**config.mk**
```make
export PLATFORM = sky130hd
export DESIGN_NAME = atilt_cordic_cell
export DESIGN_NICKNAME = d
export VERILOG_FILES = /design/src/design/atilt_pkg.sv /design/src/design/atilt_cordic_cell.sv
export SDC_FILE = /design/constraint.sdc
export NUM_CORES = 1
export LEC_CHECK = 0
export BUFFER_PORTS_ARGS = -buffer_cell sky130_fd_sc_hd__buf_2
export CELL_PAD_IN_SITES_DETAIL_PLACEMENT = 0
export CELL_PAD_IN_SITES_GLOBAL_PLACEMENT = 2
export CORE_MARGIN = 1.5
export CORE_UTILIZATION = 36
export CTS_BUF_LIST = sky130_fd_sc_hd__clkbuf_4
export CTS_CLUSTER_DIAMETER = 150
export CTS_CLUSTER_SIZE = 28
export DETAILED_ROUTE_END_ITERATION = 8
export GPL_ROUTABILITY_DRIVEN = 0
export GPL_TIMING_DRIVEN = 0
export PLACE_DENSITY_LB_ADDON = 0.1
export SETUP_SLACK_MARGIN = 0.3
export SYNTH_ARGS = -nofsm -noshare
export SYNTH_HDL_FRONTEND = slang
export SYNTH_SLANG_ARGS = --single-unit
```
**constraint.sdc**
```tcl
create_clock -name clk -period 1.69 [get_ports clk]
set_clock_uncertainty 0.1 [all_clocks]
set_input_delay 0.2535 -clock clk [delete_from_list [all_inputs] [get_ports clk]]
set_output_delay 0.2535 -clock clk [all_outputs]
set_load 0.05 [all_outputs]
```
**src/design/atilt_pkg.sv**
```systemverilog
// ----------------------------------------------------------------------------
// atilt_pkg: shared types and constants of the tilt angle core
// Payload structs of the channels, the words passed along the square root
// and CORDIC cell rows, and the arctangent table in units of 2^-32 turn.
// ----------------------------------------------------------------------------
package atilt_pkg;

    localparam int SAMPLE_BITS = 16;
    localparam int THRESH_W    = 15;
    localparam int PITCH_W     = 15;
    localparam int ROLL_W      = 16;

    // The root of (x*x + z*z) * 2^16 needs at most 24 bits.
    localparam int ROOT_W = SAMPLE_BITS + 8;
    localparam int RAD_W  = 2 * ROOT_W;

    localparam int VEC_W  = 28;
    localparam int ACC_W  = 34;
    localparam int HUND_W = 17;
    localparam int MAG_W  = 15;

    localparam int ATAN_TABLE_LEN = 24;

    localparam logic [THRESH_W-1:0]    THRESH_RESET  = THRESH_W'(3000);
    localparam logic [HUND_W-1:0]      PITCH_LIM     = HUND_W'(9000);
    localparam logic [HUND_W-1:0]      ROLL_LIM      = HUND_W'(18000);
    localparam logic [HUND_W-1:0]      QUARTER_HUND  = HUND_W'(9000);
    localparam logic [HUND_W-1:0]      HALF_HUND     = HUND_W'(18000);
    localparam logic [15:0]            HUND_PER_TURN = 16'd36000;
    localparam logic signed [ACC_W-1:0] QUARTER_TURN = ACC_W'(1073741824);

    typedef enum logic [2:0] {
        SPC_NONE,
        SPC_ZERO,
        SPC_HALF,
        SPC_POS_Q,
        SPC_NEG_Q
    } spc_t;

    typedef struct packed {
        logic signed [SAMPLE_BITS-1:0] accel_x;
        logic signed [SAMPLE_BITS-1:0] accel_y;
        logic signed [SAMPLE_BITS-1:0] accel_z;
    } sample_t;

    typedef struct packed {
        logic signed [PITCH_W-1:0] pitch_angle;
        logic signed [ROLL_W-1:0]  roll_angle;
        logic                      tilted;
    } result_t;

    typedef struct packed {
        logic [THRESH_W-1:0] tilt_threshold;
    } cfg_t;

    // Word carried along the square root row.
    typedef struct packed {
        logic [RAD_W-1:0]              rem;
        logic [ROOT_W-1:0]             root;
        logic signed [SAMPLE_BITS-1:0] x;
        logic signed [SAMPLE_BITS-1:0] y;
        logic signed [SAMPLE_BITS-1:0] z;
    } root_word_t;

    // One CORDIC vector with its angle accumulator.
    typedef struct packed {
        spc_t                    spc;
        logic signed [VEC_W-1:0] x;
        logic signed [VEC_W-1:0] y;
        logic signed [ACC_W-1:0] acc;
    } lane_t;

    typedef struct packed {
        lane_t pitch;
        lane_t roll;
    } cordic_word_t;

    function automatic logic signed [ACC_W-1:0] atan_turn(input int idx);
        logic signed [ACC_W-1:0] val;
        case (idx)
            0:       val = ACC_W'(536870912);
            1:       val = ACC_W'(316933406);
            2:       val = ACC_W'(167458907);
            3:       val = ACC_W'(85004756);
            4:       val = ACC_W'(42667331);
            5:       val = ACC_W'(21354465);
            6:       val = ACC_W'(10679838);
            7:       val = ACC_W'(5340245);
            8:       val = ACC_W'(2670163);
            9:       val = ACC_W'(1335087);
            10:      val = ACC_W'(667544);
            11:      val = ACC_W'(333772);
            12:      val = ACC_W'(166886);
            13:      val = ACC_W'(83443);
            14:      val = ACC_W'(41722);
            15:      val = ACC_W'(20861);
            16:      val = ACC_W'(10430);
            17:      val = ACC_W'(5215);
            18:      val = ACC_W'(2608);
            19:      val = ACC_W'(1304);
            20:      val = ACC_W'(652);
            21:      val = ACC_W'(326);
            22:      val = ACC_W'(163);
            23:      val = ACC_W'(81);
            default: val = '0;
        endcase
        return val;
    endfunction

    // Sets up atan2(num, den): degenerate vectors are flagged, and a vector
    // in the left half plane is turned by a quarter turn toward the x axis.
    function automatic lane_t prep_lane(input logic signed [VEC_W-1:0] num,
                                        input logic signed [VEC_W-1:0] den);
        lane_t lane;
        lane.spc = SPC_NONE;
        lane.x   = den;
        lane.y   = num;
        lane.acc = '0;
        if (num == '0) begin
            lane.spc = den[VEC_W-1] ? SPC_HALF : SPC_ZERO;
        end else if (den == '0) begin
            lane.spc = num[VEC_W-1] ? SPC_NEG_Q : SPC_POS_Q;
        end else if (den[VEC_W-1]) begin
            if (!num[VEC_W-1]) begin
                lane.x   = num;
                lane.y   = -den;
                lane.acc = QUARTER_TURN;
            end else begin
                lane.x   = -num;
                lane.y   = den;
                lane.acc = -QUARTER_TURN;
            end
        end
        return lane;
    endfunction

endpackage

```
**src/design/atilt_cordic_cell.sv**
```systemverilog
// ----------------------------------------------------------------------------
// atilt_cordic_cell: one vectoring CORDIC micro-rotation
// Rotates the pitch and roll vectors toward the x axis by atan(2^-STAGE)
// and updates both angle accumulators.
// ----------------------------------------------------------------------------
module atilt_cordic_cell #(
    parameter int STAGE = 0
) (
    input  logic                    clk,
    input  logic                    rst_n,
    input  logic                    en,
    input  logic                    in_valid,
    input  atilt_pkg::cordic_word_t in_word,
    output logic                    out_valid,
    output atilt_pkg::cordic_word_t out_word
);

    logic                    valid_reg;
    atilt_pkg::cordic_word_t word_reg;
    atilt_pkg::cordic_word_t word_next;

    function automatic atilt_pkg::lane_t rotate(input atilt_pkg::lane_t lane);
        atilt_pkg::lane_t                  res;
        logic signed [atilt_pkg::VEC_W-1:0] x;
        logic signed [atilt_pkg::VEC_W-1:0] y;
        logic signed [atilt_pkg::VEC_W-1:0] sx;
        logic signed [atilt_pkg::VEC_W-1:0] sy;
        logic signed [atilt_pkg::ACC_W-1:0] acc;
        logic signed [atilt_pkg::ACC_W-1:0] step;
        x    = $signed(lane.x);
        y    = $signed(lane.y);
        acc  = $signed(lane.acc);
        sx   = x >>> STAGE;
        sy   = y >>> STAGE;
        step = atilt_pkg::atan_turn(STAGE);
        res  = lane;
        if (!y[atilt_pkg::VEC_W-1]) begin
            res.x   = x + sy;
            res.y   = y - sx;
            res.acc = acc + step;
        end else begin
            res.x   = x - sy;
            res.y   = y + sx;
            res.acc = acc - step;
        end
        return res;
    endfunction

    always_comb
    begin
        word_next.pitch = rotate(in_word.pitch);
        word_next.roll  = rotate(in_word.roll);
    end

    always_ff @(posedge clk or negedge rst_n)
    begin
        if (!rst_n)
        begin
            valid_reg <= 1'b0;
        end
        else if (en)
        begin
            valid_reg <= in_valid;
        end
    end

    always_ff @(posedge clk)
    begin
        if (en)
        begin
            word_reg <= word_next;
        end
    end

    assign out_valid = valid_reg;
    assign out_word  = word_reg;

endmodule

```
==> results <==
- The run finished, with violations left.
- The checks that failed: hold timing, setup timing.
- Synthesis inferred between 150 and 200 register bits.
- The via-per-instance ratio is 5.29.
- Sorting the synthesized cells by area gives the leading types as edfxtp_1 (37%), ha_1 (15%), a21oi_1 (6.2%), xnor2_1 (5.6%), inv_1 (4.5%).
- The initial standard-cell utilization of the core is 36.7%.
- The number of remaining DRC errors is 0.
- The maximum vdd drop is 0.459 mV.
- The global router's overall resource usage is around a quarter.
- The worst setup path is launched from a primary input.
- Clock latency on the worst-skew pair, taken at its later pin, is 0.69 ns.
- The first global-routing pass estimated approximately 86 mm of wire.
- The share of final-layout standard cells stronger than drive strength 1 is a little over two fifths.
- The post-cts hold buffer count is 85.
- The cell-internal power is 10700 uW.
- The number of routed nets with antenna violations is 0.
- The die covers 43100 sq um.
- Each instance of the synthesized netlist takes up on average 9.34 sq um.
- The violation count after the first detailed-route iteration is 1062.
- For met3 alone, demand over resource in global routing was 2.69%.
- Yosys printed 0 warnings.
- In this run the count of I/O pins placed on the die edge is 377.
- The total number of H-tree levels is 4.
- The post-CTS clock slew at the launch and capture registers of the worst setup and hold paths is 0.19 ns.
- Summed over all nets, the switching power comes to roughly 8300 uW.
- The instance count of the mapped netlist is 1614.
- Setup violations remaining at the end of the flow were counted as 86.
- Summing every instance area after synthesis gives 15100 sq um.
- TritonCTS built the clock tree.
- The number of antenna violations at the first check in global routing is 3.
- The global-route met2 utilization is 46.7%.
- In this run the worst hold path is classified as primary input to register.
- The highest-utilization routing layer at the global route stage is met2.
- After legalization and detailed placement, the total HPWL measured 42.3 mm.
- The power density relative to cell area is 778 nW/um^2.
- The number of fill cells is ~3500.
- The share of total power dissipated in combinational logic is 53.7%.
- STA puts the critical path data arrival time at 3.09 ns.
- For this run, the top clock speed supported by timing is approximately 0.37 GHz.
- In the final layout, flip-flops and latches occupy roughly 5600 sq um.
- In this run the worst path has a maximum fanout of 3.
- The sequential group share of total power is 32.6%.
- At the worst endpoint, the required time is about 2 ns.
- In this run, placement finished with an instance count of 2523.
- The number of CTS-inserted buffers is 17.
- Entering global routing, the biggest net connects 97 pins.
- The static power due to leakage is 0.0103 uW.
- The clock network is responsible for between 10% and 20% of the overall power.
- The floorplan step defined a core boundary enclosing 41100 sq um.
- The count of buffers inserted at the top-level ports is 376.
- The post-route fraction of the period consumed by the critical path is 162%.
- For the pin with the worst max-slew slack, the measured transition is 1.05 ns.
- The clock net in this run drives a total of 185 sinks.
- The average detailed-routed wire length per instance is 20.6 um.
- Among all flip-flop cells after synthesis, the most frequent one is edfxtp_1.
- The count of flip-flops with a built-in enable after synthesis is approximately 180.
- The die is 208 um tall.
- The total wire length after detailed routing is around 57 mm.
- The worst pin sits at a relative slew slack of between 30% and 40%.
- The most common library cell in the layout ignoring fill and taps is buf_6.
- The switching share of power is 43.7%.
- For this run the aggregate overflow at the end of global routing stands at 0.
- The count of max-cap constraint violations is 0.
- Measured along the x axis, the die boundary spans 208 um.
- The kind of critical path is primary input to register.
- The buffer type at the clock tree root is clkbuf_4.
- For this block, the via count after detailed routing is 14700.
- The deepest clock path buffer count is 2.
- Setup repair after global routing could not meet its margin everywhere.
- Summed over all failing endpoints, the final setup total negative slack is -38.45 ns.
- The layout-stage area growth over the synthesis result is 61.7%.
- At the end of the flow, the number of nets in the layout was 2622.
- The final critical-path required period is 2.74 ns.
- Hold timing on the final database bottoms out at a slack of -0.0385 ns.
- In the synthesized netlist the async set-or-reset flop fraction comes to 0.541%.
- In the layout the commonest cells are buf_6 (248), edfxtp_1 (184), buf_2 (176).
- For this run, the number of standard cells in the final layout without fillers is 2787.
- The cell row count is 74.
- Summing all multi-input logic gate instances after layout gives 11000 sq um.
- The endpoint kind of the worst setup timing path is a register.
- Sequential elements use around 37% of the synthesized area.
- Summed over all instances, the cell type with the most area after synthesis is edfxtp_1.
- The net count after synthesis is roughly 2000.
- The first detailed-routing pass ran for 7 iterations.
- The via count of the first global-routing pass is 14900.
- In the post-route analysis, the smallest setup slack over all paths is -1.05 ns.
- The number of failing hold endpoints at the final stage is 25.
- The max-slew violation total from the final report is 0.
- The completed layout was analyzed and its total power is 19000 uW.
- For this run, global-route usage on met1 was measured as 31.6%.
- At the end of the flow the core is filled with cells to 59.3%.
- Yosys mapped the design onto 73 distinct sky130hd cell types.
- The top-area cell type share of the netlist area is between 30% and 40%.
[worst max-delay path, cell delays in order]
cell	delay [ns]
buf_12	0.11
buf_12	0.12
inv_12	0.04
ha_4	0.13
fa_2	0.22
nand4b_1	0.12
o211ai_1	0.18
a2111o_1	0.46
a211o_1	0.37
a211oi_2	0.25
o21bai_2	0.14
a221oi_2	0.30
buf_4	0.18
o311a_1	0.17
nor4_2	0.05
[per-stage QoR]
stage,setup slack [ns],hold WS (ns),instance area (sq um)
floorplan,-1.29,-0.142,16200
global placement,-2.32,-0.0725,18800
detailed placement,-2.01,-0.0708,18800
CTS,-0.997,-0.101,23000
global route,-1.08,-0.0236,24400
finish,-1.05,-0.0385,24400
[layout make-up]
cell class                      instances  area share (%)
Clock inverter                         14           0.636
Timing Repair Buffer                  605            22.3
Antenna cell                            4          0.0411
Tap cell                              532            2.73
Inverter                              187            3.38
Clock buffer                           18           0.554
Sequential cell                       185            22.8
Multi-Input combinational cell       1171            45.2
Buffer                                 71            2.46
[synth_stat cells (all sizes together), types with 8 or more instances]
cell type	count
xnor2	96
mux2i	30
o31ai	17
nor2b	13
or2	11
o221ai	8
inv	181
a21oi	188
o21ai	102
nor3	38
nand2b	17
xor2	15
a31oi	12
nor2	119
a21o	36
buf	24
a211oi	14
nand4	15
o211ai	8
ha	186
o21a	12
a2111oi	8
fa	8
nand2	60
edfxtp	184
o41ai	11
o21bai	30
nor4	11
clkbuf	47
nand3	14
[sequential cells by signal, summed over array words and instances, names as in the netlist]
name,cells
out_valid,1
out_word,184
[power by group through the flow]
stage	Combinational (uW)	Sequential [uW]	Clock [uW]
finish	10200	6190	2590
global route	10700	6250	2840
CTS	9380	6190	2690
detailed placement	7580	6130	0
global placement	7570	6140	0
floorplan	3210	8350	0
[cells by family after synthesis]
| logic type | count (synthesis) | share of synthesized area [%] |
|---|---|---|
| AOI/OAI and AO/OA | 507 | 21.2 |
| xor gates and xnor gates | 111 | 6.45 |
| adders and majority gates | 194 | 16.5 |
| buffers and inverters | 258 | 6.61 |
| DFF | 185 | 36.8 |
| muxes | 31 | 2.07 |
| and+or+nand+nor | 328 | 10.4 |
[path summary, 6_finish.rpt]
| kind | to | from | cells past startpoint | slack (ns) |
|---|---|---|---|---|
| max | out_word[86] | in_word[62] | 15 | -1.05 |
| min | out_word[144] | en | 1 | -0.04 |
| max in group asynchronous | out_valid | rst_n | 3 | 1.12 |
| min reg2reg | out_valid | out_valid | 1 | 0.50 |
| min in group asynchronous | out_valid | rst_n | 3 | 0.27 |
| max reg2reg | out_valid | out_valid | 1 | 0.79 |
[routing by layer]
metal | part of all wire (%) | vias to the layer above
li1 | - | 7033
met1 | 42 | 7204
met2 | 52 | 428
met3 | 3.7 | 76
met4 | 2.6 | 0
met5 | 0 | -
[timing repair]
item | CTS | global route
setup endpoints to repair | 290 | 284
resized for setup | 640 | 212
pin swaps | 132 | 125
cloned | 0 | 0
endpoints found under the hold margin | 176 | 25
setup buffers | 87 | 57
Note: power is estimated with default switching activity, not from simulation.
