**config.mk**
```make
export PLATFORM = sky130hd
export DESIGN_NAME = atilt_finish
export DESIGN_NICKNAME = d
export VERILOG_FILES = /design/src/design/atilt_pkg.sv /design/src/design/atilt_finish.sv
export SDC_FILE = /design/constraint.sdc
export NUM_CORES = 1
export LEC_CHECK = 0
export BUFFER_PORTS_ARGS = -buffer_cell sky130_fd_sc_hd__buf_2
export CORE_MARGIN = 10
export CORE_UTILIZATION = 50
export CTS_BUF_LIST = sky130_fd_sc_hd__clkbuf_8
export DETAILED_ROUTE_END_ITERATION = 10
export PLACE_DENSITY = 0.81
export SLEW_MARGIN = 20
export SYNTH_ARGS = -nofsm -noshare
export SYNTH_HDL_FRONTEND = slang
export SYNTH_SLANG_ARGS = --single-unit
```
**constraint.sdc**
```tcl
create_clock -name clk -period 6.2 [get_ports clk]
set_input_delay 1.55 -clock clk [delete_from_list [all_inputs] [get_ports clk]]
set_output_delay 1.55 -clock clk [all_outputs]
set_load 0.05 [all_outputs]
```
**src/design/atilt_pkg.sv**
```systemverilog
// ----------------------------------------------------------------------------
// atilt_pkg: shared types and constants of the tilt angle core
// Payload structs of the channels, the words passed along the square root
// and CORDIC cell rows, and the arctangent table in units of 2^-32 turn.
// ----------------------------------------------------------------------------
package atilt_pkg;

    localparam int SAMPLE_BITS = 16;
    localparam int THRESH_W    = 15;
    localparam int PITCH_W     = 15;
    localparam int ROLL_W      = 16;

    // The root of (x*x + z*z) * 2^16 needs at most 24 bits.
    localparam int ROOT_W = SAMPLE_BITS + 8;
    localparam int RAD_W  = 2 * ROOT_W;

    localparam int VEC_W  = 28;
    localparam int ACC_W  = 34;
    localparam int HUND_W = 17;
    localparam int MAG_W  = 15;

    localparam int ATAN_TABLE_LEN = 24;

    localparam logic [THRESH_W-1:0]    THRESH_RESET  = THRESH_W'(3000);
    localparam logic [HUND_W-1:0]      PITCH_LIM     = HUND_W'(9000);
    localparam logic [HUND_W-1:0]      ROLL_LIM      = HUND_W'(18000);
    localparam logic [HUND_W-1:0]      QUARTER_HUND  = HUND_W'(9000);
    localparam logic [HUND_W-1:0]      HALF_HUND     = HUND_W'(18000);
    localparam logic [15:0]            HUND_PER_TURN = 16'd36000;
    localparam logic signed [ACC_W-1:0] QUARTER_TURN = ACC_W'(1073741824);

    typedef enum logic [2:0] {
        SPC_NONE,
        SPC_ZERO,
        SPC_HALF,
        SPC_POS_Q,
        SPC_NEG_Q
    } spc_t;

    typedef struct packed {
        logic signed [SAMPLE_BITS-1:0] accel_x;
        logic signed [SAMPLE_BITS-1:0] accel_y;
        logic signed [SAMPLE_BITS-1:0] accel_z;
    } sample_t;

    typedef struct packed {
        logic signed [PITCH_W-1:0] pitch_angle;
        logic signed [ROLL_W-1:0]  roll_angle;
        logic                      tilted;
    } result_t;

    typedef struct packed {
        logic [THRESH_W-1:0] tilt_threshold;
    } cfg_t;

    // Word carried along the square root row.
    typedef struct packed {
        logic [RAD_W-1:0]              rem;
        logic [ROOT_W-1:0]             root;
        logic signed [SAMPLE_BITS-1:0] x;
        logic signed [SAMPLE_BITS-1:0] y;
        logic signed [SAMPLE_BITS-1:0] z;
    } root_word_t;

    // One CORDIC vector with its angle accumulator.
    typedef struct packed {
        spc_t                    spc;
        logic signed [VEC_W-1:0] x;
        logic signed [VEC_W-1:0] y;
        logic signed [ACC_W-1:0] acc;
    } lane_t;

    typedef struct packed {
        lane_t pitch;
        lane_t roll;
    } cordic_word_t;

    function automatic logic signed [ACC_W-1:0] atan_turn(input int idx);
        logic signed [ACC_W-1:0] val;
        case (idx)
            0:       val = ACC_W'(536870912);
            1:       val = ACC_W'(316933406);
            2:       val = ACC_W'(167458907);
            3:       val = ACC_W'(85004756);
            4:       val = ACC_W'(42667331);
            5:       val = ACC_W'(21354465);
            6:       val = ACC_W'(10679838);
            7:       val = ACC_W'(5340245);
            8:       val = ACC_W'(2670163);
            9:       val = ACC_W'(1335087);
            10:      val = ACC_W'(667544);
            11:      val = ACC_W'(333772);
            12:      val = ACC_W'(166886);
            13:      val = ACC_W'(83443);
            14:      val = ACC_W'(41722);
            15:      val = ACC_W'(20861);
            16:      val = ACC_W'(10430);
            17:      val = ACC_W'(5215);
            18:      val = ACC_W'(2608);
            19:      val = ACC_W'(1304);
            20:      val = ACC_W'(652);
            21:      val = ACC_W'(326);
            22:      val = ACC_W'(163);
            23:      val = ACC_W'(81);
            default: val = '0;
        endcase
        return val;
    endfunction

    // Sets up atan2(num, den): degenerate vectors are flagged, and a vector
    // in the left half plane is turned by a quarter turn toward the x axis.
    function automatic lane_t prep_lane(input logic signed [VEC_W-1:0] num,
                                        input logic signed [VEC_W-1:0] den);
        lane_t lane;
        lane.spc = SPC_NONE;
        lane.x   = den;
        lane.y   = num;
        lane.acc = '0;
        if (num == '0) begin
            lane.spc = den[VEC_W-1] ? SPC_HALF : SPC_ZERO;
        end else if (den == '0) begin
            lane.spc = num[VEC_W-1] ? SPC_NEG_Q : SPC_POS_Q;
        end else if (den[VEC_W-1]) begin
            if (!num[VEC_W-1]) begin
                lane.x   = num;
                lane.y   = -den;
                lane.acc = QUARTER_TURN;
            end else begin
                lane.x   = -num;
                lane.y   = den;
                lane.acc = -QUARTER_TURN;
            end
        end
        return lane;
    endfunction

endpackage

```
**src/design/atilt_finish.sv**
```systemverilog
// ----------------------------------------------------------------------------
// atilt_finish: angle scaling, clamping and tilt flag
// First stage scales the turn accumulators to rounded hundredths of a
// degree; second stage clamps, applies the sign and checks the threshold.
// ----------------------------------------------------------------------------
module atilt_finish (
    input  logic                            clk,
    input  logic                            rst_n,
    input  logic                            en,
    input  logic                            in_valid,
    input  atilt_pkg::cordic_word_t         in_word,
    input  logic [atilt_pkg::THRESH_W-1:0]  threshold,
    output logic                            out_valid,
    output atilt_pkg::result_t              out_word
);

    localparam int PROD_W = atilt_pkg::ACC_W + 16;

    typedef struct packed {
        logic                         neg;
        logic [atilt_pkg::HUND_W-1:0] hund;
    } hund_t;

    logic               s1_valid_reg;
    hund_t              pitch_reg;
    hund_t              pitch_next;
    hund_t              roll_reg;
    hund_t              roll_next;
    logic               s2_valid_reg;
    atilt_pkg::result_t result_reg;
    atilt_pkg::result_t result_next;

    // |acc| * 36000 / 2^32, rounded half away from zero.
    function automatic hund_t to_hund(input atilt_pkg::lane_t lane);
        hund_t                              res;
        logic signed [atilt_pkg::ACC_W-1:0] acc;
        logic [atilt_pkg::ACC_W-1:0]        mag;
        logic [PROD_W-1:0]                  prod;
        acc  = $signed(lane.acc);
        mag  = acc[atilt_pkg::ACC_W-1] ? atilt_pkg::ACC_W'(-acc) : acc;
        prod = PROD_W'(mag) * PROD_W'(atilt_pkg::HUND_PER_TURN)
             + (PROD_W'(1) << 31);
        res.neg  = acc[atilt_pkg::ACC_W-1];
        res.hund = prod[32 +: atilt_pkg::HUND_W];
        case (lane.spc)
            atilt_pkg::SPC_ZERO:
            begin
                res.neg  = 1'b0;
                res.hund = '0;
            end
            atilt_pkg::SPC_HALF:
            begin
                res.neg  = 1'b0;
                res.hund = atilt_pkg::HALF_HUND;
            end
            atilt_pkg::SPC_POS_Q:
            begin
                res.neg  = 1'b0;
                res.hund = atilt_pkg::QUARTER_HUND;
            end
            atilt_pkg::SPC_NEG_Q:
            begin
                res.neg  = 1'b1;
                res.hund = atilt_pkg::QUARTER_HUND;
            end
            default:
            begin
                res.neg  = acc[atilt_pkg::ACC_W-1];
                res.hund = prod[32 +: atilt_pkg::HUND_W];
            end
        endcase
        return res;
    endfunction

    function automatic logic [atilt_pkg::MAG_W-1:0] clamp_mag(
        input logic [atilt_pkg::HUND_W-1:0] hund,
        input logic [atilt_pkg::HUND_W-1:0] lim
    );
        logic [atilt_pkg::HUND_W-1:0] val;
        val = (hund > lim) ? lim : hund;
        return val[atilt_pkg::MAG_W-1:0];
    endfunction

    always_comb
    begin
        pitch_next = to_hund(in_word.pitch);
        roll_next  = to_hund(in_word.roll);
    end

    always_comb
    begin
        logic [atilt_pkg::MAG_W-1:0] pm;
        logic [atilt_pkg::MAG_W-1:0] rm;
        pm = clamp_mag(pitch_reg.hund, atilt_pkg::PITCH_LIM);
        rm = clamp_mag(roll_reg.hund, atilt_pkg::ROLL_LIM);
        result_next.pitch_angle = pitch_reg.neg ? atilt_pkg::PITCH_W'(-pm)
                                                : atilt_pkg::PITCH_W'(pm);
        result_next.roll_angle  = roll_reg.neg ? -atilt_pkg::ROLL_W'(rm)
                                               : atilt_pkg::ROLL_W'(rm);
        result_next.tilted      = (pm > threshold) || (rm > threshold);
    end

    always_ff @(posedge clk or negedge rst_n)
    begin
        if (!rst_n)
        begin
            s1_valid_reg <= 1'b0;
            s2_valid_reg <= 1'b0;
        end
        else if (en)
        begin
            s1_valid_reg <= in_valid;
            s2_valid_reg <= s1_valid_reg;
        end
    end

    always_ff @(posedge clk)
    begin
        if (en)
        begin
            pitch_reg  <= pitch_next;
            roll_reg   <= roll_next;
            result_reg <= result_next;
        end
    end

    assign out_valid = s2_valid_reg;
    assign out_word  = result_reg;

endmodule
```
==> run_results.csv <==
group,metric,value,unit
grt,antenna_found_initial,2,
final_layout,multi_input_area,17940,µm²
synthesis,synth_edf_count,68,
synthesis,seq_area_frac_synth,11.29,%
final_layout,fillers,1937,
timing,fmax,0.1010,GHz
routing,firstDrtPassIters,11,
placed_design,portBuffers,125,
placed_design,dp_cells,3136,
floorplanning,start_util,50.63,%
flow_run,drv_cap,0,
placed_design,place_congestion,0.9154,
synthesis,syn-num-nets,2866,
timing,min_period,9903,ps
critical_path,worstPathRequired,6420,ps
routing,wl_per_cell,25.51,µm
critical_path,cpLargestDelayFamily,"simple AND/OR/NAND/NOR gates",
grt,grt_overflow,0,
synthesis,ys_ff_latch,70,
grt,grt_first_pass_wirelength,105900,µm
synthesis,syn_inst,2097,
synthesis,netlist_area,18540,µm²
cts,cts.clk_slew.worst_paths,80,ps
cts,insertion_delay,360,ps
grt,grtUsageTotal,28.85,%
outcome,outcome,"finished, violations left",
floorplanning,ios,238,
floorplanning,die_y,212.5,µm
synthesis,async_flop_share,2.857,%
cts,h-tree-depth,3,
floorplanning,die_area,45170,µm²
synthesis,yosysUniqueCellTypes,85,
placed_design,hpwl,44320,µm
synthesis,synth_ff_type,"edfxtp_1",
timing,period_share,159.7,%
timing,finalSetupViolCount,34,
final_layout,area_growth,50.11,%
outcome,violations,"design-rule violations, negative setup slack",
critical_path,slowest_stage,"o211ai_1",
synthesis,avgSynthCellArea,8.839,µm²
critical_path,crit_path_end_kind,"flip-flop",
critical_path,cp_num_buf_inv,12,
routing,num_vias,21280,
final_layout,drive_gt1_share,41.17,%
timing,slew_viol_final,0,
grt,grt_pass1_vias,21340,
cts,root_buffer,"clkbuf_8",
critical_path,cp_slowest_stage_delay,710,ps
worst_hold_path,hold_path.class,"reg -> reg",
cts,clock_path_buffers,2,
cts,cts-buffers-inserted,9,
timing,fin_ws,-3703,ps
timing,fin_skew,12.07,ps
timing,rsz0062_at_grt,"true",
critical_path,start_kind,"primary input",
floorplanning,core_area,36610,µm²
timing,hold_violations,0,
routing,ant_nets,0,
final_layout,seq_area,2092,µm²
critical_path,cp.arrival,10120,ps
floorplanning,num_rows,70,
critical_path,critPathKind,"in -> reg",
critical_path,cp_max_fo,4,
synthesis,yosys_warnings,0,
final_layout,instances_no_fill,3283,
timing,relSlewSlack,37.28,%
timing,worst_pin_slew,934.1,ps
routing,vias_per_cell,6.483,
floorplanning,fp.dieW,212.5,µm
grt,grt_max_degree,38,
routing,drtIter0Drc,2626,
cts,postCtsHoldBufs,0,
routing,route.detailed.drc,44,
critical_path,worst_path_most_repeated_cell,"buf_4",
final_layout,largest_reg_flops,32,
cts,cts.sinks,70,
cts,cts_tree,"done",
final_layout,final_nets,3577,
routing,routed_wl,83740,µm
-- worst reg2reg max path: cells and delay by family, from the launching register on --
family                   cells  cell delay (ps)
AO/OA/AOI/OAI               12             2550
adder cells (fa/ha/maj)      1              240
buffers and inverters        1              100
flip-flops                   1              410
AND/OR/NAND/NOR              5             1020
-- routing by layer --
| metal | track usage [%] | wire length (µm) | part of all wire (%) | vias to the layer above |
|---|---|---|---|---|
| met5 | 0 | 0 | 0 | - |
| met4 | 16.69 | 8809 | 11 | 0 |
| met3 | 6.096 | 10190 | 12 | 856 |
| met2 | 51.89 | 37850 | 45 | 1952 |
| met1 | 30.61 | 26880 | 32 | 9861 |
| li1 | - | - | - | 8614 |
-- synthesized netlist by cell type, types with 20 or more instances --
| cell | count | area share, % |
|---|---|---|
| a21o_1 | 20 | 0.81 |
| a21oi_1 | 98 | 2.6 |
| and2_1 | 24 | 0.81 |
| clkbuf_1 | 25 | 0.51 |
| edfxtp_1 | 68 | 11 |
| fa_1 | 172 | 19 |
| ha_1 | 392 | 26 |
| inv_1 | 415 | 8.4 |
| nand2_1 | 150 | 3.0 |
| nand3_1 | 38 | 1.0 |
| nand4_1 | 27 | 0.91 |
| nor2_1 | 73 | 1.5 |
| nor3_1 | 32 | 0.86 |
| o211ai_1 | 23 | 0.93 |
| o21ai_0 | 92 | 2.5 |
| o31ai_1 | 27 | 1.1 |
| or3_1 | 20 | 0.68 |
| xnor2_1 | 114 | 5.4 |
| xor2_1 | 32 | 1.5 |
-- kinds of logic (layout without fill, tap and decap cells) --
family | Yosys count | in the layout | synth area share (%)
xor+xnor | 147 | 147 | 7.020
buf+inv | 443 | 1159 | 9.025
flops | 70 | 70 | 11.29
other cells | 1 | 3 | 0.02023
simple gates | 483 | 483 | 13.57
fa+ha+maj | 564 | 564 | 45.04
compound gates | 383 | 383 | 13.69
mux | 6 | 6 | 0.3443
-- area by class of cell --
type                       instances  area share, %
timing repair buffer             728          19.52
antenna                            2        0.01799
multi-input combinational       1584          64.47
clock buffer                      10         0.4946
tap                              468          2.105
clock inverter                     6         0.2788
sequential                        70          7.519
inverter                         415          5.599
-- metrics by stage --
step	setup slack, ps	setup TNS [ps]	area [µm²]	util, %	hold slack [ps]
2_1_floorplan	-2774	-71410	19400	-	474.9
3_3_place_gp	-2974	-85950	24020	65.61	484.9
3_5_place_dp	-3291	-93230	24020	65.61	498.1
4_1_cts	-2490	-69010	26750	73.06	513.0
5_1_grt	-3695	-100060	27820	76.00	543.0
6_report	-3703	-95980	27820	76.00	508.8
-- repair_timing --
item	CTS	global route
setup buffers	114	41
setup endpoints to repair	34	34
pin swaps	219	126
gates resized for setup	290	156
-- final timing paths --
path,start,end,slack [ps],depth (start not counted)
max in group asynchronous,rst_n,out_valid,5140,1
min reg2reg,out_valid,out_valid,510,1
min in group asynchronous,rst_n,s1_valid_reg,960,1
min,out_valid,out_valid,510,1
max reg2reg,roll_reg[0],out_word[0],1630,19
max,in_word[105],pitch_reg[11],-3700,35
-- cells in the final DEF (no fill, tap or decap), drive strengths merged, types with 11 or more instances in the layout --
cell type	n
nand4	29
and3	15
nor2	73
nand2	150
a21oi	101
nand3	38
o21a	14
o21ai	93
a21o	20
o211ai	23
xor2	32
ha	392
buf	728
or4	11
nand2b	20
and2	24
edfxtp	68
o31ai	28
or3	23
nor2b	19
inv	417
xnor2	114
nor4	20
fa	172
a211oi	20
o41ai	11
nor3	33
Power is not shown: default switching activity piles up to over one toggle a cycle in this logic, so the estimate is an artifact.
