$ cat src/design/atilt_pkg.sv
// ----------------------------------------------------------------------------
// atilt_pkg: shared types and constants of the tilt angle core
// Payload structs of the channels, the words passed along the square root
// and CORDIC cell rows, and the arctangent table in units of 2^-32 turn.
// ----------------------------------------------------------------------------
package atilt_pkg;

    localparam int SAMPLE_BITS = 16;
    localparam int THRESH_W    = 15;
    localparam int PITCH_W     = 15;
    localparam int ROLL_W      = 16;

    // The root of (x*x + z*z) * 2^16 needs at most 24 bits.
    localparam int ROOT_W = SAMPLE_BITS + 8;
    localparam int RAD_W  = 2 * ROOT_W;

    localparam int VEC_W  = 28;
    localparam int ACC_W  = 34;
    localparam int HUND_W = 17;
    localparam int MAG_W  = 15;

    localparam int ATAN_TABLE_LEN = 24;

    localparam logic [THRESH_W-1:0]    THRESH_RESET  = THRESH_W'(3000);
    localparam logic [HUND_W-1:0]      PITCH_LIM     = HUND_W'(9000);
    localparam logic [HUND_W-1:0]      ROLL_LIM      = HUND_W'(18000);
    localparam logic [HUND_W-1:0]      QUARTER_HUND  = HUND_W'(9000);
    localparam logic [HUND_W-1:0]      HALF_HUND     = HUND_W'(18000);
    localparam logic [15:0]            HUND_PER_TURN = 16'd36000;
    localparam logic signed [ACC_W-1:0] QUARTER_TURN = ACC_W'(1073741824);

    typedef enum logic [2:0] {
        SPC_NONE,
        SPC_ZERO,
        SPC_HALF,
        SPC_POS_Q,
        SPC_NEG_Q
    } spc_t;

    typedef struct packed {
        logic signed [SAMPLE_BITS-1:0] accel_x;
        logic signed [SAMPLE_BITS-1:0] accel_y;
        logic signed [SAMPLE_BITS-1:0] accel_z;
    } sample_t;

    typedef struct packed {
        logic signed [PITCH_W-1:0] pitch_angle;
        logic signed [ROLL_W-1:0]  roll_angle;
        logic                      tilted;
    } result_t;

    typedef struct packed {
        logic [THRESH_W-1:0] tilt_threshold;
    } cfg_t;

    // Word carried along the square root row.
    typedef struct packed {
        logic [RAD_W-1:0]              rem;
        logic [ROOT_W-1:0]             root;
        logic signed [SAMPLE_BITS-1:0] x;
        logic signed [SAMPLE_BITS-1:0] y;
        logic signed [SAMPLE_BITS-1:0] z;
    } root_word_t;

    // One CORDIC vector with its angle accumulator.
    typedef struct packed {
        spc_t                    spc;
        logic signed [VEC_W-1:0] x;
        logic signed [VEC_W-1:0] y;
        logic signed [ACC_W-1:0] acc;
    } lane_t;

    typedef struct packed {
        lane_t pitch;
        lane_t roll;
    } cordic_word_t;

    function automatic logic signed [ACC_W-1:0] atan_turn(input int idx);
        logic signed [ACC_W-1:0] val;
        case (idx)
            0:       val = ACC_W'(536870912);
            1:       val = ACC_W'(316933406);
            2:       val = ACC_W'(167458907);
            3:       val = ACC_W'(85004756);
            4:       val = ACC_W'(42667331);
            5:       val = ACC_W'(21354465);
            6:       val = ACC_W'(10679838);
            7:       val = ACC_W'(5340245);
            8:       val = ACC_W'(2670163);
            9:       val = ACC_W'(1335087);
            10:      val = ACC_W'(667544);
            11:      val = ACC_W'(333772);
            12:      val = ACC_W'(166886);
            13:      val = ACC_W'(83443);
            14:      val = ACC_W'(41722);
            15:      val = ACC_W'(20861);
            16:      val = ACC_W'(10430);
            17:      val = ACC_W'(5215);
            18:      val = ACC_W'(2608);
            19:      val = ACC_W'(1304);
            20:      val = ACC_W'(652);
            21:      val = ACC_W'(326);
            22:      val = ACC_W'(163);
            23:      val = ACC_W'(81);
            default: val = '0;
        endcase
        return val;
    endfunction

    // Sets up atan2(num, den): degenerate vectors are flagged, and a vector
    // in the left half plane is turned by a quarter turn toward the x axis.
    function automatic lane_t prep_lane(input logic signed [VEC_W-1:0] num,
                                        input logic signed [VEC_W-1:0] den);
        lane_t lane;
        lane.spc = SPC_NONE;
        lane.x   = den;
        lane.y   = num;
        lane.acc = '0;
        if (num == '0) begin
            lane.spc = den[VEC_W-1] ? SPC_HALF : SPC_ZERO;
        end else if (den == '0) begin
            lane.spc = num[VEC_W-1] ? SPC_NEG_Q : SPC_POS_Q;
        end else if (den[VEC_W-1]) begin
            if (!num[VEC_W-1]) begin
                lane.x   = num;
                lane.y   = -den;
                lane.acc = QUARTER_TURN;
            end else begin
                lane.x   = -num;
                lane.y   = den;
                lane.acc = -QUARTER_TURN;
            end
        end
        return lane;
    endfunction

endpackage

$ cat src/design/atilt_sqrt_cell.sv
// ----------------------------------------------------------------------------
// atilt_sqrt_cell: one bit of the integer square root
// Decides root bit BIT_POS by comparing the running remainder with the
// increase of the square, and passes the word on to the next cell.
// ----------------------------------------------------------------------------
module atilt_sqrt_cell #(
    parameter int BIT_POS = 0
) (
    input  logic                   clk,
    input  logic                   rst_n,
    input  logic                   en,
    input  logic                   in_valid,
    input  atilt_pkg::root_word_t  in_word,
    output logic                   out_valid,
    output atilt_pkg::root_word_t  out_word
);

    logic                  valid_reg;
    atilt_pkg::root_word_t word_reg;
    atilt_pkg::root_word_t word_next;

    // (root + 2^k)^2 - root^2 = root * 2^(k+1) + 2^(2k)
    always_comb
    begin
        logic [atilt_pkg::RAD_W-1:0] cand;
        cand = (atilt_pkg::RAD_W'(in_word.root) << (BIT_POS + 1))
             | (atilt_pkg::RAD_W'(1) << (2 * BIT_POS));
        word_next = in_word;
        if (in_word.rem >= cand)
        begin
            word_next.rem           = in_word.rem - cand;
            word_next.root[BIT_POS] = 1'b1;
        end
    end

    always_ff @(posedge clk or negedge rst_n)
    begin
        if (!rst_n)
        begin
            valid_reg <= 1'b0;
        end
        else if (en)
        begin
            valid_reg <= in_valid;
        end
    end

    always_ff @(posedge clk)
    begin
        if (en)
        begin
            word_reg <= word_next;
        end
    end

    assign out_valid = valid_reg;
    assign out_word  = word_reg;

endmodule

$ cat config.mk
export PLATFORM = sky130hd
export DESIGN_NAME = atilt_sqrt_cell
export DESIGN_NICKNAME = d
export VERILOG_FILES = /design/src/design/atilt_pkg.sv /design/src/design/atilt_sqrt_cell.sv
export SDC_FILE = /design/constraint.sdc
export NUM_CORES = 1
export LEC_CHECK = 0
export ABC_AREA = 1
export BUFFER_PORTS_ARGS = -buffer_cell sky130_fd_sc_hd__buf_4
export CORE_MARGIN = 2
export CORE_UTILIZATION = 53
export CTS_BUF_LIST = sky130_fd_sc_hd__clkbuf_8
export DETAILED_ROUTE_END_ITERATION = 6
export PLACE_DENSITY = 0.85
export SYNTH_ARGS = -nofsm -noshare
export SYNTH_HDL_FRONTEND = slang
export SYNTH_SLANG_ARGS = --single-unit
$ cat constraint.sdc
create_clock -name clk -period 1 [get_ports clk]
set_input_delay 0 -clock clk [delete_from_list [all_inputs] [get_ports clk]]
set_output_delay 0 -clock clk [all_outputs]
set_load 0.01 [all_outputs]
==> results of run 1 <==
## through the flow
stage	TNS (ns)	instance area, sq um
detailed placement	-45.51	11000
floorplan	-29.49	7730
global placement	-40.38	11000
## cells by family after synthesis
group | synth area share (%)
flip-flops | 49.2
AND/OR/NAND/NOR | 28.7
multiplexers | 0.153
XOR/XNOR | 2.49
adder cells (fa/ha/maj) | 4.51
AO/OA/AOI/OAI | 5.70
buffers and inverters | 9.26
==> metrics.md, run 1 <==
| Metric | Value |
|---|---|
| Post-synth EDFFs | `120` |
| Max Root-Sink Buffers | `2` |
| Place WS | `-0.998 ns` |
| Leading area contributor after synthesis | `edfxtp_1` |
| GPL Wtd Cong | `1.01` |
| Starting Density | `53.8%` |
| Synth area leaders | `edfxtp_1 (49%), nand2_1 (15%), inv_1 (8.0%), nor2_1 (4.4%), ha_1 (4.2%)` |
| Synth unique cells | `33` |
| H-tree depth | `4` |
| # IOs | `245` |
| Sequential fraction of the synthesis area | `49.2%` |
| Outcome | `stopped before the end` |
| Yosys warns | `0` |
| Setup Buffers After CTS | `14` |
| Post-synth top cells | `nand2_1 (293), inv_1 (157), edfxtp_1 (120)` |
| Exit stage | `clock tree synthesis` |
| Post-synthesis cell area | `0.00738 sq mm` |
| Number of CTS-inserted buffers | `17` |
| CTS sink count | `121` |
| Buffers on Ports | `244` |
| Hpwl dp | `22,000 um` |
| Synth Instances | `896` |
| Rows | `43` |
| Syn Nets | `1,046` |
| Placed Cells | `1,471` |
| Ys async rst share | `0.826%` |
| Most common cell in the netlist | `nand2_1` |
| Die Y | `122 um` |
| Post-CTS sizing | `251` |
| # hold bufs at CTS | `114` |
| Post-synth top flop | `edfxtp_1` |
| Root buffer cell | `clkbuf_8` |
| Seq cells post-synth | `121` |
| Err | `[ERROR DPL-0033] detailed placement checks failed during check placement.` |
| Die width | `122 um` |
| Avg Synthesized Cell Area | `8.23 sq um` |
| Top cell type's share of synthesized area | `48.8%` |
==> run 2: changes to the inputs <==
--- a/config.mk
+++ b/config.mk
@@ -8,10 +8,9 @@
 export ABC_AREA = 1
 export BUFFER_PORTS_ARGS = -buffer_cell sky130_fd_sc_hd__buf_4
 export CORE_MARGIN = 2
-export CORE_UTILIZATION = 53
-export CTS_BUF_LIST = sky130_fd_sc_hd__clkbuf_8
+export CORE_UTILIZATION = 40
 export DETAILED_ROUTE_END_ITERATION = 6
-export PLACE_DENSITY = 0.85
+export PLACE_DENSITY_LB_ADDON = 0.15
 export SYNTH_ARGS = -nofsm -noshare
 export SYNTH_HDL_FRONTEND = slang
 export SYNTH_SLANG_ARGS = --single-unit
==> metrics.md, run 2 <==
| Metric | Value |
|---|---|
| Max reg flops | `120` |
| Most common cell in the netlist | `nand2_1` |
| Layout Skew | `0 ns` |
| CTS sink count | `121 (unchanged)` |
| Die Y | `140 um (+15%)` |
| Hpwl dp | `20,000 um (-8.9%)` |
| Max Root-Sink Buffers | `2 (unchanged)` |
| Worst r2r src | `out_valid$_DFFE_PN0P_` |
| Post-DRT Antenna Nets | `0` |
| R2r setup slk | `0.24 ns` |
| Crit Path Max Fanout | `8` |
| Layout Nets | `1,589` |
| Largest net degree at the start of global routing | `31` |
| F_max | `0.679 GHz` |
| Final Hold Vio Count | `0` |
| Area delta synth->final | `81.6%` |
| Total GRT Usage | `28.3%` |
| Drt total wl | `29,000 um` |
| Clk_lat worst skew | `0.42 ns` |
| Ys async rst share | `0.826% (unchanged)` |
| Ratio of cells with drive above 1 in the final layout | `43.7%` |
| CP endpoint kind | `register` |
| # IOs | `245 (unchanged)` |
| WHS | `0.0125 ns` |
| Yosys warns | `0 (unchanged)` |
| Synth area leaders | `edfxtp_1 (49%), nand2_1 (15%), inv_1 (8.0%), nor2_1 (4.4%), ha_1 (4.2%)` |
| Leak Pwr | `6.27 nW` |
| Number of global-route vias before repair | `8,057` |
| Total grt overflow | `0` |
| Post-synth top flop | `edfxtp_1` |
| H-tree depth | `4 (unchanged)` |
| Final setup vio count | `52` |
| Outcome | `complete, but fails checks` |
| Initial antenna violation count | `0` |
| Root buffer cell | `clkbuf_16` |
| Failing checks | `setup timing` |
| Slack of the critical path | `-0.472 ns` |
| Place WS | `-0.929 ns (+0.0682 ns)` |
| Die width | `140 um (+15%)` |
| Syn Nets | `1,046 (unchanged)` |
| DR DRC count | `0` |
| Crit path to | `out_word[90]$_DFFE_PP_` |
| MaxCap Viol Count | `0` |
| GPL Wtd Cong | `0.935 (-7.3%)` |
| Reg2reg path depth | `1` |
| Placed cell area | `0.0110 sq mm (+0.28%)` |
| Tightest Pin Transition | `0.457 ns` |
| Critical path class | `input pin to register` |
| Starting Density | `40.9% (-13 points)` |
| Top cell type's share of synthesized area | `48.8% (unchanged)` |
| Number of CTS-inserted buffers | `17 (unchanged)` |
| DR WL/cell | `17.3 um` |
| Post-layout instance area | `0.0134 sq mm` |
| Commonest non-fill, non-tap cell in the layout | `buf_4` |
| Buffers on Ports | `244 (unchanged)` |
| Synth unique cells | `33 (unchanged)` |
| Avg Synthesized Cell Area | `8.23 sq um (unchanged)` |
| CTS tree | `yes` |
| # diodes | `0` |
| Clk pin slew, worst setup/hold paths | `0.06 ns` |
| Leading area contributor after synthesis | `edfxtp_1` |
| Global-route wire length before repair | `42,600 um` |
| DIE AREA | `0.0195 sq mm` |
| Critical Path RT | `1.17 ns` |
| Post-synthesis cell area | `0.00738 sq mm (unchanged)` |
| Tmin final | `1.47 ns` |
| TNS Setup | `-19.97 ns` |
| Reg-to-Reg End | `out_valid$_DFFE_PN0P_` |
| Worst Path Arrival | `1.65 ns` |
| Hold WC Path Type | `input pin to register` |
| Initial DRC Count | `440` |
| Final period utilization | `147%` |
| Post-synth EDFFs | `120 (unchanged)` |
| Post-synth top cells | `nand2_1 (293), inv_1 (157), edfxtp_1 (120)` |
| Final max-slew violation count | `0` |
| Synth Instances | `896 (unchanged)` |
| VDD IR max | `0.00118 V` |
| Slew headroom | `69.2%` |
| Sequential fraction of the synthesis area | `49.2% (unchanged)` |
| Crit. Startpoint | `in_word[68]` |
| CP Launch Type | `input pin` |
| Core area | `0.0180 sq mm` |
| Seq cells post-synth | `121 (unchanged)` |
| Via count | `8,069` |
| PnR Total Power | `17.4 mW` |
| 1st-pass router iterations | `6` |
| Rows | `49 (+14%)` |
| Most frequent cells in the layout | `buf_4 (383), nand2_1 (251), inv_1 (136)` |
| Power density over cell area | `1300 mW/mm^2` |
| Via-per-instance ratio | `4.80` |
| RSZ-0062 raised after global routing | `yes` |
## run 2: layout make-up
cell class | instances | area, sq um
multi-input cells | 604 | 3710
repair buffers | 531 | 4580
clock buffers | 18 | 429
flip-flops and latches | 121 | 3630
well taps | 229 | 287
inverters | 164 | 636
fillers | 1312 | 4620
clock inverters | 14 | 138
## run 2: power breakdown
part	switching [mW]	internal (mW)	leakage, nW
Combinational	2.35	2.60	4.82
Sequential	0.175	6.17	1.19
Clock	2.60	3.48	0.267
Total	5.13	12.3	6.27
## run 2: how the worst min path moves through the flow
stage,start,end,slack [ns],depth (start not counted)
3_5_place_dp,rst_n,out_valid$_DFFE_PN0P_,-0.22,1
2_1_floorplan,rst_n,out_valid$_DFFE_PN0P_,-0.30,0
6_report,in_word[72],out_word[72]$_DFFE_PP_,0.01,3
5_1_grt,in_word[72],out_word[72]$_DFFE_PP_,0.02,3
3_3_place_gp,rst_n,out_valid$_DFFE_PN0P_,-0.22,1
4_1_cts,in_word[108],out_word[108]$_DFFE_PP_,0.001,4
## run 2: metal layers
| layer | wire [um] | global-route usage, % | share of wire (%) |
|---|---|---|---|
| met1 | 11800 | 34.9 | 41 |
| met2 | 15000 | 51.5 | 52 |
| met3 | 1710 | 4.68 | 5.9 |
| met4 | 570 | 7.42 | 2.0 |
| met5 | 0 | 0 | 0 |
## run 2: per-stage QoR
step	utilization [%]	cells
after floorplan	-	896
after global placement	61.3	1516
after detailed placement	61.3	1516
after CTS	71.8	1663
after global routing	74.4	1681
final	74.4	1681
## run 2: repair_timing
| action | in CTS | in global routing |
|---|---|---|
| setup endpoints to repair | 51 | 62 |
| setup buffers | 6 | 14 |
| hold endpoints to repair | 113 | 1 |
| gates resized for setup | 60 | 89 |
| hold buffers | 107 | 1 |
| cloned | 2 | 3 |
| pin swaps | 8 | 16 |
## run 2: cells by family (layout without fill, tap and decap cells)
group / after synthesis / after routing / synth area share, %
flops: 121 / 121 / 49.2
buf+inv: 171 / 727 / 9.26
compound gates: 62 / 62 / 5.70
mux: 1 / 1 / 0.153
xor+xnor: 21 / 21 / 2.49
fa+ha+maj: 26 / 26 / 4.51
simple gates: 494 / 494 / 28.7
## run 2: worst max-delay path, cell delays in order
cell	delay [ns]
buf_8	0.08
inv_4	0.03
ha_4	0.28
nand2_4	0.06
buf_6	0.12
nor2_4	0.16
nand2_2	0.11
nor2_4	0.12
nand2_2	0.08
nand3_4	0.14
clkinv_8	0.14
buf_16	0.18
nand2_2	0.08
nand2_2	0.06
Power figures use the tool's default switching activity.
==> run 3: changes to the inputs <==
--- a/config.mk
+++ b/config.mk
@@ -11,6 +11,7 @@
 export CORE_UTILIZATION = 40
 export DETAILED_ROUTE_END_ITERATION = 6
 export PLACE_DENSITY_LB_ADDON = 0.15
+export REMOVE_ABC_BUFFERS = 1
 export SYNTH_ARGS = -nofsm -noshare
 export SYNTH_HDL_FRONTEND = slang
 export SYNTH_SLANG_ARGS = --single-unit
==> metrics.md, run 3 (same netlist as run 2, synthesis figures left out) <==
| Metric | Value |
|---|---|
| Slew headroom | `77.8% (+8.6 points)` |
| Number of CTS-inserted buffers | `17 (unchanged)` |
| Area delta synth->final | `87.5%` |
| Cell Chain, Critical Path | `buf_8 > inv_4 > ha_4 > nand2_4 > buf_6 > nor2_4 > nand2_2 > clkinv_2 > nand2_2 > nand2_2 > nand2_2 > nand3_4 > clkinv_8 > buf_12 > nand2_1 > o21ai_2` |
| Via-per-instance ratio | `4.91 (+2.3%)` |
| Crit Path Max Fanout | `17 (+9)` |
| GPL Wtd Cong | `0.939 (+0.45%)` |
| Global-route wire length before repair | `44,600 um (+4.6%)` |
| Most frequent cells in the layout | `buf_4 (381), nand2_1 (216), inv_1 (127)` |
| Met3 wire length | `1970 um (+15%)` |
| Worst Path Arrival | `1.63 ns (-0.02 ns)` |
| Post-layout instance area | `0.0138 sq mm (+3.2%)` |
| Placed Cells | `1,521 (+0.33%)` |
| M1 wire length | `12,300 um (+4.6%)` |
| Total GRT Usage | `29.6% (+1.3 points)` |
| Starting Density | `40.9% (unchanged)` |
| Root buffer cell | `clkbuf_16` |
| Core area | `0.0180 sq mm (unchanged)` |
| Crit path largest cell delay | `0.27 ns (about the same)` |
| Max Used Layer | `met4` |
| DIE AREA | `0.0195 sq mm (unchanged)` |
| RSZ-0062 raised after global routing | `yes` |
| DR DRC count | `0 (unchanged)` |
| Commonest non-fill, non-tap cell in the layout | `buf_4` |
| Tmin final | `1.45 ns (-0.0174 ns)` |
| Outcome | `complete, but fails checks` |
| Place WS | `-1.06 ns (-0.130 ns)` |
| TNS Setup | `-18.31 ns (+1.66 ns)` |
| CTS sink count | `121 (unchanged)` |
| Hold WC Path Type | `input pin to register` |
| Die width | `140 um (unchanged)` |
| F_max | `0.688 GHz (+1.2%)` |
| CP bufs+invs | `6 (+1)` |
| VDD IR max | `0.00124 V (+4.7%)` |
| Clk_lat worst skew | `0.43 ns (about the same)` |
| Max reg flops | `120 (unchanged)` |
| # IOs | `245 (unchanged)` |
| Ratio of cells with drive above 1 in the final layout | `49.2% (+5.6 points)` |
| Layout Nets | `1,599 (+0.63%)` |
| Largest net degree at the start of global routing | `32 (+3.2%)` |
| CP endpoint kind | `register` |
| Die Y | `140 um (unchanged)` |
| MaxCap Viol Count | `0 (unchanged)` |
| DR WL/cell | `18.1 um (+4.6%)` |
| PnR Total Power | `18.0 mW (+3.4%)` |
| Max Root-Sink Buffers | `2 (unchanged)` |
| 1st-pass router iterations | `5 (-1)` |
| Critical path class | `input pin to register` |
| Leak Pwr | `6.39 nW (+1.9%)` |
| CTS tree | `yes` |
| Crit path max-delay family | `simple AND/OR/NAND/NOR gates` |
| Final Hold Vio Count | `0 (unchanged)` |
| Final max-slew violation count | `0 (unchanged)` |
| # diodes | `0 (unchanged)` |
| Buffers on Ports | `244 (unchanged)` |
| Tightest Pin Transition | `0.329 ns (-0.128 ns)` |
| Via count | `8,305 (+2.9%)` |
| Critical Path RT | `1.18 ns (about the same)` |
| Post-DRT Antenna Nets | `0 (unchanged)` |
| Rows | `49 (unchanged)` |
| CP Launch Type | `input pin` |
| Fill cells | `1,210 (-7.8%)` |
| Final setup vio count | `50 (-3.8%)` |
| Power density over cell area | `1300 mW/mm^2 (+0.12%)` |
| Routed wl met2 | `15,700 um (+4.6%)` |
| Final period utilization | `145% (-1.7 points)` |
| Total grt overflow | `0 (unchanged)` |
| Number of global-route vias before repair | `8,246 (+2.3%)` |
| Initial DRC Count | `514 (+17%)` |
| Drt total wl | `30,600 um (+5.2%)` |
| Hpwl dp | `20,300 um (+1.3%)` |
| H-tree depth | `4 (unchanged)` |
| Slowest CP cell | `ha_4` |
| Clk pin slew, worst setup/hold paths | `0.06 ns (about the same)` |
| Initial antenna violation count | `0 (unchanged)` |
| Layout Skew | `0 ns (unchanged)` |
| Slack of the critical path | `-0.455 ns (+0.0174 ns)` |
| Failing checks | `setup timing` |
| Fin cells | `1,691 (+0.59%)` |
| CP most frequent cell | `nand2_2` |
| Placed cell area | `0.0107 sq mm (-2.8%)` |
-- run 3: cell types whose count changed in the layout (fill, tap and decap cells not counted), moves of 4 or more --
cell | previous run | this run
a21oi_1 | 13 | 8
a21oi_2 | 17 | 21
buf_6 | 22 | 38
inv_1 | 136 | 127
inv_2 | 24 | 29
nand2_1 | 251 | 216
nand2_2 | 43 | 71
nand2_4 | 16 | 23
nand3_1 | 42 | 38
nor2_1 | 79 | 63
nor2_2 | 8 | 19
nor2_4 | 7 | 12
-- run 3: layout make-up --
| class | count | area, sq um | share of cell area (%) |
|---|---|---|---|
| clock inverter | 14 | 163 | 1.18 |
| tap | 229 | 287 | 2.07 |
| clock buffer | 18 | 429 | 3.10 |
| multi-input combinational | 604 | 4000 | 28.9 |
| inverter | 164 | 644 | 4.66 |
| timing repair buffer | 541 | 4690 | 33.9 |
| sequential | 121 | 3630 | 26.2 |
-- run 3: stage by stage --
| stage | hold WS [ns] | util (%) |
|---|---|---|
| after floorplan | -0.296 | - |
| after global placement | -0.224 | 59.6 |
| after detailed placement | -0.223 | 59.6 |
| after CTS | 0.00887 | 73.4 |
| after global routing | 0.0144 | 76.8 |
| final | 0.0126 | 76.8 |
-- run 3: final timing paths --
check | from | end | slack, ns | depth (start not counted)
worst max-delay path | in_word[62] | out_word[74]$_DFFE_PP_ | -0.45 | 16
worst min register to register | out_valid$_DFFE_PN0P_ | out_valid$_DFFE_PN0P_ | 0.57 | 1
max in group asynchronous | rst_n | out_valid$_DFFE_PN0P_ | 0.46 | 3
worst min-delay path | in_word[108] | out_word[108]$_DFFE_PP_ | 0.01 | 4
worst max register to register | out_valid$_DFFE_PN0P_ | out_valid$_DFFE_PN0P_ | 0.21 | 1
min in group asynchronous | rst_n | out_valid$_DFFE_PN0P_ | 0.44 | 3
-- run 3: timing repair --
action / CTS / global route
setup endpoints to repair: 52 / 70
hold buffers: 105 / 0
cloned: 3 / 2
pin swaps: 27 / 34
buffers inserted: 16 / 15
resized for setup: 151 / 156
endpoints found under the hold margin: 112 / 0
-- run 3: per-layer routing --
layer | vias up | global-route usage, %
met2 | 355 | 52.1
met3 | 49 | 5.44
li1 | 3976 | -
met5 | - | 0
met4 | 0 | 8.37
met1 | 3925 | 37.3
-- run 3: where the power goes --
| group | switching (mW) | internal, mW | leakage, nW |
|---|---|---|---|
| clock | 2.65 | 3.73 | 0.277 |
| combinational | 2.52 | 2.71 | 4.93 |
| sequential | 0.186 | 6.17 | 1.19 |
| total | 5.35 | 12.6 | 6.39 |
